===== config.mk =====
export PLATFORM = sky130hd
export DESIGN_NAME = first_unique_symbol_tracker_unit
export DESIGN_NICKNAME = d
export VERILOG_FILES = /design/src/design/fust_pkg.sv /design/src/design/fust_in_reg.sv /design/src/design/fust_tracker.sv /design/src/design/fust_out_reg.sv /design/src/design/first_unique_symbol_tracker_unit.sv
export SDC_FILE = /design/constraint.sdc
export NUM_CORES = 1
export LEC_CHECK = 0
export ABC_AREA = 1
export BUFFER_PORTS_ARGS = -buffer_cell sky130_fd_sc_hd__clkbuf_2
export CORE_MARGIN = 2
export CORE_UTILIZATION = 60
export DETAILED_ROUTE_END_ITERATION = 8
export HOLD_SLACK_MARGIN = 0.08
export PLACE_DENSITY = 0.73
export REMOVE_ABC_BUFFERS = 1
export SYNTH_ARGS = -nofsm -noshare
export SYNTH_HDL_FRONTEND = slang
export SYNTH_SLANG_ARGS = --single-unit

===== constraint.sdc =====
create_clock -name i_clk -period 3.31 [get_ports i_clk]
set_clock_uncertainty 0.05 [all_clocks]
set_input_delay 0.331 -clock i_clk [delete_from_list [all_inputs] [get_ports i_clk]]
set_output_delay 0.331 -clock i_clk [all_outputs]
set_load 0.01 [all_outputs]

===== src/design/fust_pkg.sv =====
// ----------------------------------------------------------------------------
// fust_pkg
// shared constants and types for the first unique symbol tracker
// ----------------------------------------------------------------------------
package fust_pkg;

    localparam int ALPHABET = 26;
    localparam int LETTER_W = 5;
    localparam int LEN_W    = $clog2(ALPHABET + 1);

    typedef logic [LETTER_W-1:0] t_letter;

    typedef struct packed {
        t_letter letter;
        logic    first_of_stream;
    } t_item;

    typedef struct packed {
        logic    found;
        t_letter oldest_unique;
    } t_result;

endpackage


===== src/design/fust_in_reg.sv =====
// ----------------------------------------------------------------------------
// fust_in_reg
// input register stage, takes a new transaction whenever it empties
// ----------------------------------------------------------------------------
module fust_in_reg import fust_pkg::*; (
    input  logic  i_clk,
    input  logic  i_rst_n,
    input  logic  i_valid,
    input  t_item i_item,
    input  logic  i_advance,
    output logic  o_stall,
    output logic  o_valid,
    output t_item o_item
);

    logic  r_valid;
    t_item r_item;
    logic  take;

    assign o_stall = r_valid && !i_advance;
    assign take    = i_valid && !o_stall;

    always_ff @(posedge i_clk) begin
        if (!i_rst_n) begin
            r_valid <= 1'b0;
        end else if (!o_stall) begin
            r_valid <= i_valid;
        end
    end

    always_ff @(posedge i_clk) begin
        if (take) begin
            r_item <= i_item;
        end
    end

    assign o_valid = r_valid;
    assign o_item  = r_item;

endmodule


===== src/design/fust_tracker.sv =====
// ----------------------------------------------------------------------------
// fust_tracker
// arrival list and letter flags, combinational update and oldest pick
// ----------------------------------------------------------------------------
module fust_tracker import fust_pkg::*; (
    input  logic    i_clk,
    input  logic    i_rst_n,
    input  logic    i_fire,
    input  t_item   i_item,
    output t_result o_result
);

    t_letter             r_order [ALPHABET];
    t_letter             n_order [ALPHABET];
    logic [LEN_W-1:0]    r_len, n_len, cur_len;
    logic [ALPHABET-1:0] r_listed, n_listed, cur_listed;
    logic [ALPHABET-1:0] r_repeated, n_repeated, cur_repeated;
    logic [ALPHABET-1:0] sym_hot, match, at_or_below;
    logic                in_range, do_append, do_remove;

    // position at or past the removed entry moves up by one
    for (genvar g = 0; g < ALPHABET; g++) begin : g_prefix
        assign at_or_below[g] = |match[g:0];
    end

    always_comb begin
        cur_len      = i_item.first_of_stream ? '0 : r_len;
        cur_listed   = i_item.first_of_stream ? '0 : r_listed;
        cur_repeated = i_item.first_of_stream ? '0 : r_repeated;
        in_range     = int'(i_item.letter) < ALPHABET;

        for (int i = 0; i < ALPHABET; i++) begin
            sym_hot[i] = in_range && (i_item.letter == LETTER_W'(i));
            match[i]   = (LEN_W'(i) < cur_len) && (r_order[i] == i_item.letter);
        end

        do_append = |(sym_hot & ~cur_listed & ~cur_repeated);
        do_remove = |(sym_hot & cur_listed & ~cur_repeated);

        for (int i = 0; i < ALPHABET - 1; i++) begin
            if (do_remove && at_or_below[i]) begin
                n_order[i] = r_order[i+1];
            end else if (do_append && (cur_len == LEN_W'(i))) begin
                n_order[i] = i_item.letter;
            end else begin
                n_order[i] = r_order[i];
            end
        end
        if (do_append && (cur_len == LEN_W'(ALPHABET - 1))) begin
            n_order[ALPHABET-1] = i_item.letter;
        end else begin
            n_order[ALPHABET-1] = r_order[ALPHABET-1];
        end

        if (do_append) begin
            n_len = cur_len + LEN_W'(1);
        end else if (do_remove) begin
            n_len = cur_len - LEN_W'(1);
        end else begin
            n_len = cur_len;
        end

        n_listed   = (cur_listed | (do_append ? sym_hot : '0)) & ~(do_remove ? sym_hot : '0);
        n_repeated = cur_repeated | (do_remove ? sym_hot : '0);

        o_result.found         = (n_len != '0);
        o_result.oldest_unique = o_result.found ? n_order[0] : '0;
    end

    always_ff @(posedge i_clk) begin
        if (!i_rst_n) begin
            r_len      <= '0;
            r_listed   <= '0;
            r_repeated <= '0;
        end else if (i_fire) begin
            r_len      <= n_len;
            r_listed   <= n_listed;
            r_repeated <= n_repeated;
        end
    end

    always_ff @(posedge i_clk) begin
        if (i_fire) begin
            r_order <= n_order;
        end
    end

endmodule


===== src/design/fust_out_reg.sv =====
// ----------------------------------------------------------------------------
// fust_out_reg
// result register, holds a stalled transaction and frees on take
// ----------------------------------------------------------------------------
module fust_out_reg import fust_pkg::*; (
    input  logic    i_clk,
    input  logic    i_rst_n,
    input  logic    i_load,
    input  t_result i_result,
    input  logic    i_stall,
    output logic    o_free,
    output logic    o_valid,
    output t_result o_result
);

    logic    r_valid;
    t_result r_result;

    assign o_free = !r_valid || !i_stall;

    always_ff @(posedge i_clk) begin
        if (!i_rst_n) begin
            r_valid <= 1'b0;
        end else if (o_free) begin
            r_valid <= i_load;
        end
    end

    always_ff @(posedge i_clk) begin
        if (o_free && i_load) begin
            r_result <= i_result;
        end
    end

    assign o_valid  = r_valid;
    assign o_result = r_result;

endmodule


===== src/design/first_unique_symbol_tracker_unit.sv =====
// ----------------------------------------------------------------------------
// first_unique_symbol_tracker_unit
// reports, after every letter, the oldest letter seen exactly once so far
// ----------------------------------------------------------------------------
//  channel | direction | handshake              | payload
//  --------+-----------+------------------------+--------------------------------
//  in      | to block  | i_in_valid / o_in_stall | i_letter, i_first_of_stream
//  out     | from block| o_out_valid / i_out_stall| o_found, o_oldest_unique
//
//  one transaction in per cycle while o_in_stall is low, one result out per transaction
//  path: input register, then list update into result register
//  the list update and oldest pick are one pass of logic over the 26 entries
//  synchronous active-low reset empties both registers and clears list and flags
//  a stall on the output backs up into o_in_stall in the same cycle
// ----------------------------------------------------------------------------
module first_unique_symbol_tracker_unit import fust_pkg::*; (
    input  logic    i_clk,
    input  logic    i_rst_n,
    input  logic    i_in_valid,
    output logic    o_in_stall,
    input  t_letter i_letter,
    input  logic    i_first_of_stream,
    output logic    o_out_valid,
    input  logic    i_out_stall,
    output logic    o_found,
    output t_letter o_oldest_unique
);

    t_item   in_item, stage_item;
    t_result next_result, out_result;
    logic    stage_valid;
    logic    out_free;
    logic    fire;

    assign in_item.letter          = i_letter;
    assign in_item.first_of_stream = i_first_of_stream;

    // the staged transaction moves on as soon as the result register can take it
    assign fire = stage_valid && out_free;

    fust_in_reg u_in_reg (
        .i_clk     (i_clk),
        .i_rst_n   (i_rst_n),
        .i_valid   (i_in_valid),
        .i_item    (in_item),
        .i_advance (out_free),
        .o_stall   (o_in_stall),
        .o_valid   (stage_valid),
        .o_item    (stage_item)
    );

    // list state commits on fire, result is taken from the updated list
    fust_tracker u_tracker (
        .i_clk    (i_clk),
        .i_rst_n  (i_rst_n),
        .i_fire   (fire),
        .i_item   (stage_item),
        .o_result (next_result)
    );

    fust_out_reg u_out_reg (
        .i_clk    (i_clk),
        .i_rst_n  (i_rst_n),
        .i_load   (stage_valid),
        .i_result (next_result),
        .i_stall  (i_out_stall),
        .o_free   (out_free),
        .o_valid  (o_out_valid),
        .o_result (out_result)
    );

    assign o_found         = out_result.found;
    assign o_oldest_unique = out_result.oldest_unique;

endmodule


Yosys cells after proc, flatten, opt, wreduce, memory -nomap -nowiden
Cells that the tools add are included.

Logic and storage cells: 393. Input bits: 10. Register bits after elaboration: 201.

Muxes and demuxes: 57. Equal/unequal tests: 75. Bitwise operators: 10. Order comparisons: 26. Add/sub/neg operators: 2. Reduce and logical (&&, ||, !) cells: 188.

Operators by type and width (number): 2-to-1 mux 5 bit (53); AND 26 bit (5); equality test 5 bit (25); logical AND 1 bit (105); 2-to-1 mux 26 bit (4); equality test 5 bit, second input constant (20); equality test 5 x 4 -> 1 bit, second input constant (16); inverter 26 bit (3); OR 26 bit (2); OR reduction 26 bit (2); AND reduction 2 bit (25); nonzero test 2 bit (24); < comparator 5 bit, first input constant (9); equality test 5 x 3 -> 1 bit, second input constant (8); < comparator 4 x 5 -> 1 bit, first input constant (8); OR reduction 25 bit (1); OR reduction 24 bit (1); OR reduction 23 bit (1); OR reduction 22 bit (1); OR reduction 21 bit (1); equality test 5 x 2 -> 1 bit, second input constant (4); < comparator 3 x 5 -> 1 bit, first input constant (4); OR reduction 20 bit (1); OR reduction 19 bit (1); 27 further kinds (34).

Depth between registers and ports, before layout
Gate-level depths: netlist of run 1.

Depth in word-level cells: 8. Gate-level depth with buffers: 18. Gate-level depth less buffers: 17.

Modules after synthesis
A second synthesis of run 1 with hierarchy kept.

Cells, all modules: 1704. Area, all modules: 12889.9 sq um.

By module, submodules not included: fust_tracker (times used 1, sequential area each 5044.8 sq um, cells an instance 1676, area each 12424.4 sq um); fust_in_reg (times used 1, sequential area each 200.2 sq um, cells an instance 14, area each 230.2 sq um); fust_out_reg (times used 1, sequential area each 200.2 sq um, cells an instance 12, area each 227.7 sq um); first_unique_symbol_tracker_unit (times used 1, sequential area each 0.0 sq um, cells an instance 2, area each 7.5 sq um).

Worst setup path after synthesis of run 1
Ideal clock, no wire load.

Path kind: flip-flop to flip-flop. From: register u_in_reg.r_item (netlist bit u_in_reg.o_item[1]). To: register u_tracker.r_order[75] (netlist name), enable pin. Stages on the path, launching flop included: 15. Library setup time: 0.360 ns. Path buffers: 3. Arrival: 2.181 ns. Slack: 0.719 ns. Cell sequence: edfxtp_1 -> buf_2 -> nor2_1 -> nand2_1 -> nor2_1 -> nand3_1 -> nand2_1 -> nor2_1 -> nand2_1 -> nor2_1 -> nand3_1 -> buf_2 -> buf_2 -> nand4_1 -> a31oi_1.

Longest elaborated chain between the ends: 8.

RTL lines: from (decl) (RTL line fust_in_reg.sv:17) `t_item r_item;`; from (signal assigned) (RTL line fust_in_reg.sv:33) `r_item <= i_item;`; < comparator 5 bit (tied with other cells) (RTL line fust_tracker.sv:30) `in_range = int'(i_item.letter) < ALPHABET;`; logical AND 1 bit (RTL line fust_tracker.sv:33) `sym_hot[i] = in_range && (i_item.letter == LETTER_W'(i));`; AND 26 bit (on tied branches) (2 in a row) (RTL line fust_tracker.sv:37, fust_tracker.sv:38); OR reduction 26 bit (on tied branches) (RTL line fust_tracker.sv:37, fust_tracker.sv:38); logical AND 1 bit (on tied branches) (RTL line fust_tracker.sv:43, fust_tracker.sv:41); nonzero test 2 bit (no line) *; AND reduction 2 bit (no line) *; to (signal assigned) (RTL line fust_tracker.sv:84) `r_order <= n_order;`; to (decl) (RTL line fust_tracker.sv:13) `t_letter r_order [ALPHABET];`.

Every way passes the cells marked *; elsewhere a longest branch is shown, timed or not. A chain may end at the register's enable or synchronous reset.

Worst setup path in the final report of run 1
From: register u_in_reg.r_item (netlist bit u_in_reg.o_item[4]). To: register u_tracker.r_order[87] (netlist name), enable pin.

The elaborated chain is that of the path after synthesis.

==> results of run 1 <==
[worst max-delay path, stage by stage (launching register included)]
cell and delay [ps]:
edfxtp_1 450, buf_4 330, nand2_1 190, inv_1 190, nand3_1 120, nor2_1 100, nor2_1 60, nand2_1 70
nor2_1 70, nand2_1 70, nor2_1 40, buf_4 180, nor3_1 180, buf_4 170, a21oi_1 60, nor2_1 390
[power breakdown]
part | switching, uW | total [uW] | internal (uW) | leakage (uW)
sequential | 42.9 | 2800 | 2750 | 0.00177
combinational | 515 | 760 | 244 | 0.00392
clock | 997 | 2320 | 1330 | 0.000341
[cell type report]
| type | count | share of cell area (%) |
|---|---|---|
| tap | 270 | 2.50 |
| clock inverter | 9 | 0.361 |
| clock buffer | 32 | 4.66 |
| inverter | 148 | 4.13 |
| multi-input combinational | 1203 | 42.6 |
| sequential | 201 | 40.3 |
| timing repair buffer | 92 | 5.43 |
[metrics by stage]
stage          util, %  hold slack (ps)
4_1_cts           67.2              414
5_1_grt           67.2              441
3_3_place_gp      63.4              402
2_1_floorplan        -              380
3_5_place_dp      63.4              406
6_report          67.2              413
[kinds of logic after synthesis]
| logic type | synth area share, % |
|---|---|
| AO/OA/AOI/OAI | 11.5 |
| AND/OR/NAND/NOR | 29.8 |
| flip-flops | 44.7 |
| buffers and inverters | 8.15 |
| adder cells (fa/ha/maj) | 0.411 |
| XOR/XNOR | 5.46 |
[synthesized netlist by cell type, drive strengths merged, types with 2 or more instances]
cell type	number	area share, %
o21ai	92	3.8
ha	4	0.41
o22ai	15	0.77
nor3	23	0.94
o211ai	22	1.4
a31o	2	0.14
xnor2	28	2.0
nand4	30	1.5
buf	57	2.6
xor2	48	3.5
or2	7	0.36
nand3b	3	0.18
nand2	463	15
a21oi	119	4.9
nand3	115	4.8
dfxtp	59	9.7
o221ai	3	0.22
edfxtp	142	35
nor2	220	7.1
inv	148	4.6
clkbuf	30	0.92
[metal layers]
metal	vias up	track usage [%]
met2	474	53.0
met1	5224	42.8
met3	76	4.38
met4	0	10.4
met5	-	0
li1	5466	-
[worst paths after layout]
check | from | to
setup / recovery | u_in_reg.o_item[4] | u_tracker.r_order[87]
hold / removal | u_tracker.r_listed[5] | u_tracker.r_listed[5]
hold reg to reg | u_tracker.r_listed[5] | u_tracker.r_listed[5]
setup reg to reg | u_in_reg.o_item[4] | u_tracker.r_order[87]
[state kept, by name (all words and copies together), names as in the netlist]
register / count
u_tracker.r_order: 130
u_tracker.r_listed: 26
u_tracker.r_repeated: 26
u_in_reg.o_item: 6
u_out_reg.o_result: 6
u_tracker.r_len: 5
u_in_reg.o_valid: 1
u_out_reg.o_valid: 1
[timing repair]
| action | 4_1_cts | 5_1_grt |
|---|---|---|
| setup endpoints to repair | 0 | 40 |
| setup buffers | 0 | 1 |
| hold buffers | 8 | 0 |
| gates resized for setup | 0 | 3 |
| endpoints found under the hold margin | 8 | 0 |
==> impl_metrics.yaml, run 1 <==
detailed_routing:
  routed-wl-met3_um: 2590
  top_layer_used: "met4"
  vias: 11200
  finalWirelength_um: 34200
  wl_met1_um: 14700
  wl_per_cell_um: 17.5
  wl_met2_um: 16000
  drc: 0
  dr.pass1.iters: 8
  final_antenna_net_count: 0
  routed_via_density: 5.75
  drt_iter0_drc: 1045
cells_and_area:
  fillers: 1708
  syn_to_final_growth_pct: 10.9
  seqCellArea_um2: 5450
  drive_gt1_share_pct: 10.1
  fin_cells: 1955
  final_net_count: 1683
  diodes: 0
  final_cell_mix: "nand2_1, nor2_1, edfxtp_1, inv_1, a21oi_1"
  final_area_um2: 13500
  layout_commonest_cell: "nand2_1"
  multi_input_area_um2: 5760
clock_tree:
  cts_tree: "yes"
  root_buffer: "clkbuf_16"
  cts.sinks: 201
  htreeDepth: 1
  clk_pin_slew_ps: 60
  cts_buffers: 23
  cts_buffer_depth: 3
  clkLatencyLatePin_ps: 510
power_and_ir_drop:
  peakVddDrop_v: 0.000428
  total_power_uw: 5880
  p_per_area_nw_per_um2: 435
  p_leak_uw: 0.00603
synthesis:
  synth-edff-count: 142
  yosysSeqAreaShare_pct: 44.7
  async_reset_ff_share_pct: 0
  ys_warn_count: 0
  ys_types: 42
  synth_seq_cells: 201
  synth_top_flop_cell: "edfxtp_1"
  postSynthAreaPerCell_um2: 7.43
  netlist_area_um2: 12200
  synth_cells: 1639
floorplan:
  die_w_um: 147
  rows: 52
  start_util_pct: 60.6
  dieArea_um2: 21500
  core_area_um2: 20100
  die_height_um: 147
  io_pins: 18
place:
  place_ws_ps: 174
  port_buffers: 17
  place_inst: 1905
  place.gp.congestion: 1.04
  placed_cell_area_um2: 12700
  dp_hpwl_um: 24200
global_route:
  grt_pass1_vias: 10700
  antenna_found_initial: 0
  gr-usage-all-layers_pct: 31.7
  grt_max_degree: 46
  grt_pass1_wl_um: 54600
  overflow: 0
timing:
  min_period_ps: 3110
  setup_viol: 0
  relSlewSlack_pct: 50.8
  final_hold_viol_count: 0
  slew_viol_final: 0
  finalSetupTns_ps: 0
  grt_setup_unrepaired: "false"
  clock.fmax_ghz: 0.321
  fin_crit_sh_pct: 94.1
  tightest_slew_ps: 738
  finalWorstSetupSlack_ps: 196
status:
  status: "complete, no violations"
worst_setup_path:
  ff2ff_path_depth: 15
  r2r_setup_slack_ps: 200
  worstPathArrival_ps: 3200
  endpoint_kind: "flop"
  worstSetupPathType: "reg2reg"
  cp-start-kind: "flop"
  path_max_fanout: 15
  crit_required_ps: 3400
job:
  cap_violations: 0
worst_hold_path:
  hold_class: "reg2reg"
  hold_depth: 2
No activity file was read; power rests on OpenSTA's default activity.
==> run 2, diff against run 1 <==
Settings changed: CORE_MARGIN 2 to 3.
==> impl_metrics.yaml, run 2 (synthesis gave the netlist of run 1 again) <==
status:
  status: "complete, no violations"
timing:
  fin_crit_sh_pct: 95.3
  setup_viol: 0
  slew_viol_final: 0
  finalWorstSetupSlack_ps: 154
  final_hold_viol_count: 0
  clock.fmax_ghz: 0.317
  min_period_ps: 3160
  tightest_slew_ps: 908
  relSlewSlack_pct: 39.5
  whs_ps: 322
worst_hold_path:
  hp-start: "i_rst_n"
  hold_depth: 4
  hold_end: "u_tracker.r_repeated[24]"
  hold_class: "in2reg"
cells_and_area:
  layout_commonest_cell: "nand2_1"
  diodes: 0
  fin_cells: 1963
  largest_reg_flops: 130
  fin_util_pct: 69.6
  final_cell_mix: "nand2_1, nor2_1, edfxtp_1, inv_1, a21oi_1"
  drive_gt1_share_pct: 11.1
  final_net_count: 1696
  final_area_um2: 13700
  top_register: "u_tracker.r_order"
  syn_to_final_growth_pct: 12.6
  reg.largest.list: "u_tracker.r_order: 130 flops, u_tracker.r_listed: 26 flops, u_tracker.r_repeated: 26 flops"
worst_setup_path:
  ff2ff_path_depth: 13
  worstSetupPathType: "reg2reg"
  worstPathArrival_ps: 3250
  reg2reg_to: "u_tracker.r_order[45]"
  crit_required_ps: 3410
  reg2reg_from: "u_in_reg.o_item[0]"
  path_max_fanout: 9
  cp-start-kind: "flop"
  endpoint_kind: "flop"
  r2r_setup_slack_ps: 150
place:
  place.gp.congestion: 0.968
  place_inst: 1914
  place_ws_ps: 71.7
  port_buffers: 17
  placed_cell_area_um2: 12800
  dp_hpwl_um: 24400
clock_tree:
  cts_buffers: 23
  root_buffer: "clkbuf_16"
  clk_pin_slew_ps: 60
  cts_tree: "yes"
  cts_buffer_depth: 3
  cts.sinks: 201
  clkLatencyLatePin_ps: 510
  htreeDepth: 1
detailed_routing:
  dr.pass1.iters: 6
  wl_met2_um: 16400
  wl_per_cell_um: 17.7
  routed_via_density: 5.77
  top_layer_used: "met4"
  finalWirelength_um: 34700
  routed-wl-met3_um: 2890
  drt_iter0_drc: 1144
  final_antenna_net_count: 0
  vias: 11300
  wl_met1_um: 14400
  drc: 0
floorplan:
  die_height_um: 149
  die_w_um: 149
  start_util_pct: 61.8
  core_area_um2: 19700
  rows: 51
  dieArea_um2: 22100
  io_pins: 18
global_route:
  grt_pass1_wl_um: 55200
  antenna_found_initial: 0
  overflow: 0
  gr-usage-all-layers_pct: 31.2
  grt_pass1_vias: 10700
  grt_max_degree: 44
job:
  cap_violations: 0
power_and_ir_drop:
  p_per_area_nw_per_um2: 448
  peakVddDrop_v: 0.000379
  p_leak_uw: 0.00611
[run 2: changes by cell type in the layout (fill, tap and decap cells not counted), moves of 2 or more]
cell,delta
clkinv_1,+2
clkinvlp_4,+2
a21oi_1,-3
a21oi_2,+3
bufinv_16,+3
buf_4,+14
nor2_1,-2
clkinv_2,-6
[run 2: metal layers]
metal | up-vias | GRT usage (%)
met5 | - | 0
met4 | 0 | 9.79
met3 | 91 | 4.33
met2 | 496 | 52.8
met1 | 5244 | 41.9
li1 | 5486 | -
[run 2: stage by stage]
| stage | power, uW | TNS, ps |
|---|---|---|
| final | 6140 | 0 |
| after global routing | 6340 | -24.6 |
| after CTS | 6140 | 0 |
| after detailed placement | 3580 | 0 |
| after global placement | 3560 | 0 |
| after floorplan | 3300 | -437050 |
[run 2: cell type report]
class | count | area, um^2
multi-input combinational | 1203 | 5790
tap | 265 | 332
fill | 1644 | 6000
timing repair buffer | 105 | 828
inverter | 148 | 558
clock inverter | 10 | 134
sequential | 201 | 5450
clock buffer | 31 | 626
[run 2: repair_timing]
| action | 4_1_cts | 5_1_grt |
|---|---|---|
| setup buffers | 0 | 0 |
| setup endpoints to repair | 0 | 58 |
| hold endpoints to repair | 8 | 0 |
| resized for setup | 0 | 10 |
| hold buffers | 8 | 0 |
[run 2: worst max-delay path by stage]
stage | from | to | slack (ps) | cells past startpoint
finish | u_in_reg.o_item[0] | u_tracker.r_order[45] | 150 | 13
global route | u_in_reg.o_item[1] | u_out_reg.o_result[4] | -20 | 17
CTS | u_in_reg.o_item[3] | u_tracker.r_order[101] | 30 | 12
detailed placement | u_in_reg.o_item[3] | u_tracker.r_order[101] | 70 | 12
global placement | u_in_reg.o_item[3] | u_tracker.r_order[45] | 150 | 12
floorplan | u_out_reg.o_valid | u_tracker.r_order[75] | -2130 | 5
[run 2: power by group]
| group | switching, uW | internal (uW) |
|---|---|---|
| Clock | 1030 | 1560 |
| Sequential | 41.5 | 2750 |
| Combinational | 513 | 244 |
| Total | 1590 | 4560 |
[run 2: critical path, cell delays in order, from the launching register on]
cell and delay, ps:
edfxtp_1 520, inv_4 160, nand2_1 180, nand2_1 250, nor2_1 110, nor2_1 240, o21ai_1 140, nor2_1 190
nor2_2 80, nand3_2 160, nor2_8 90, nand2_1 90, nand2_2 110, a21oi_1 420
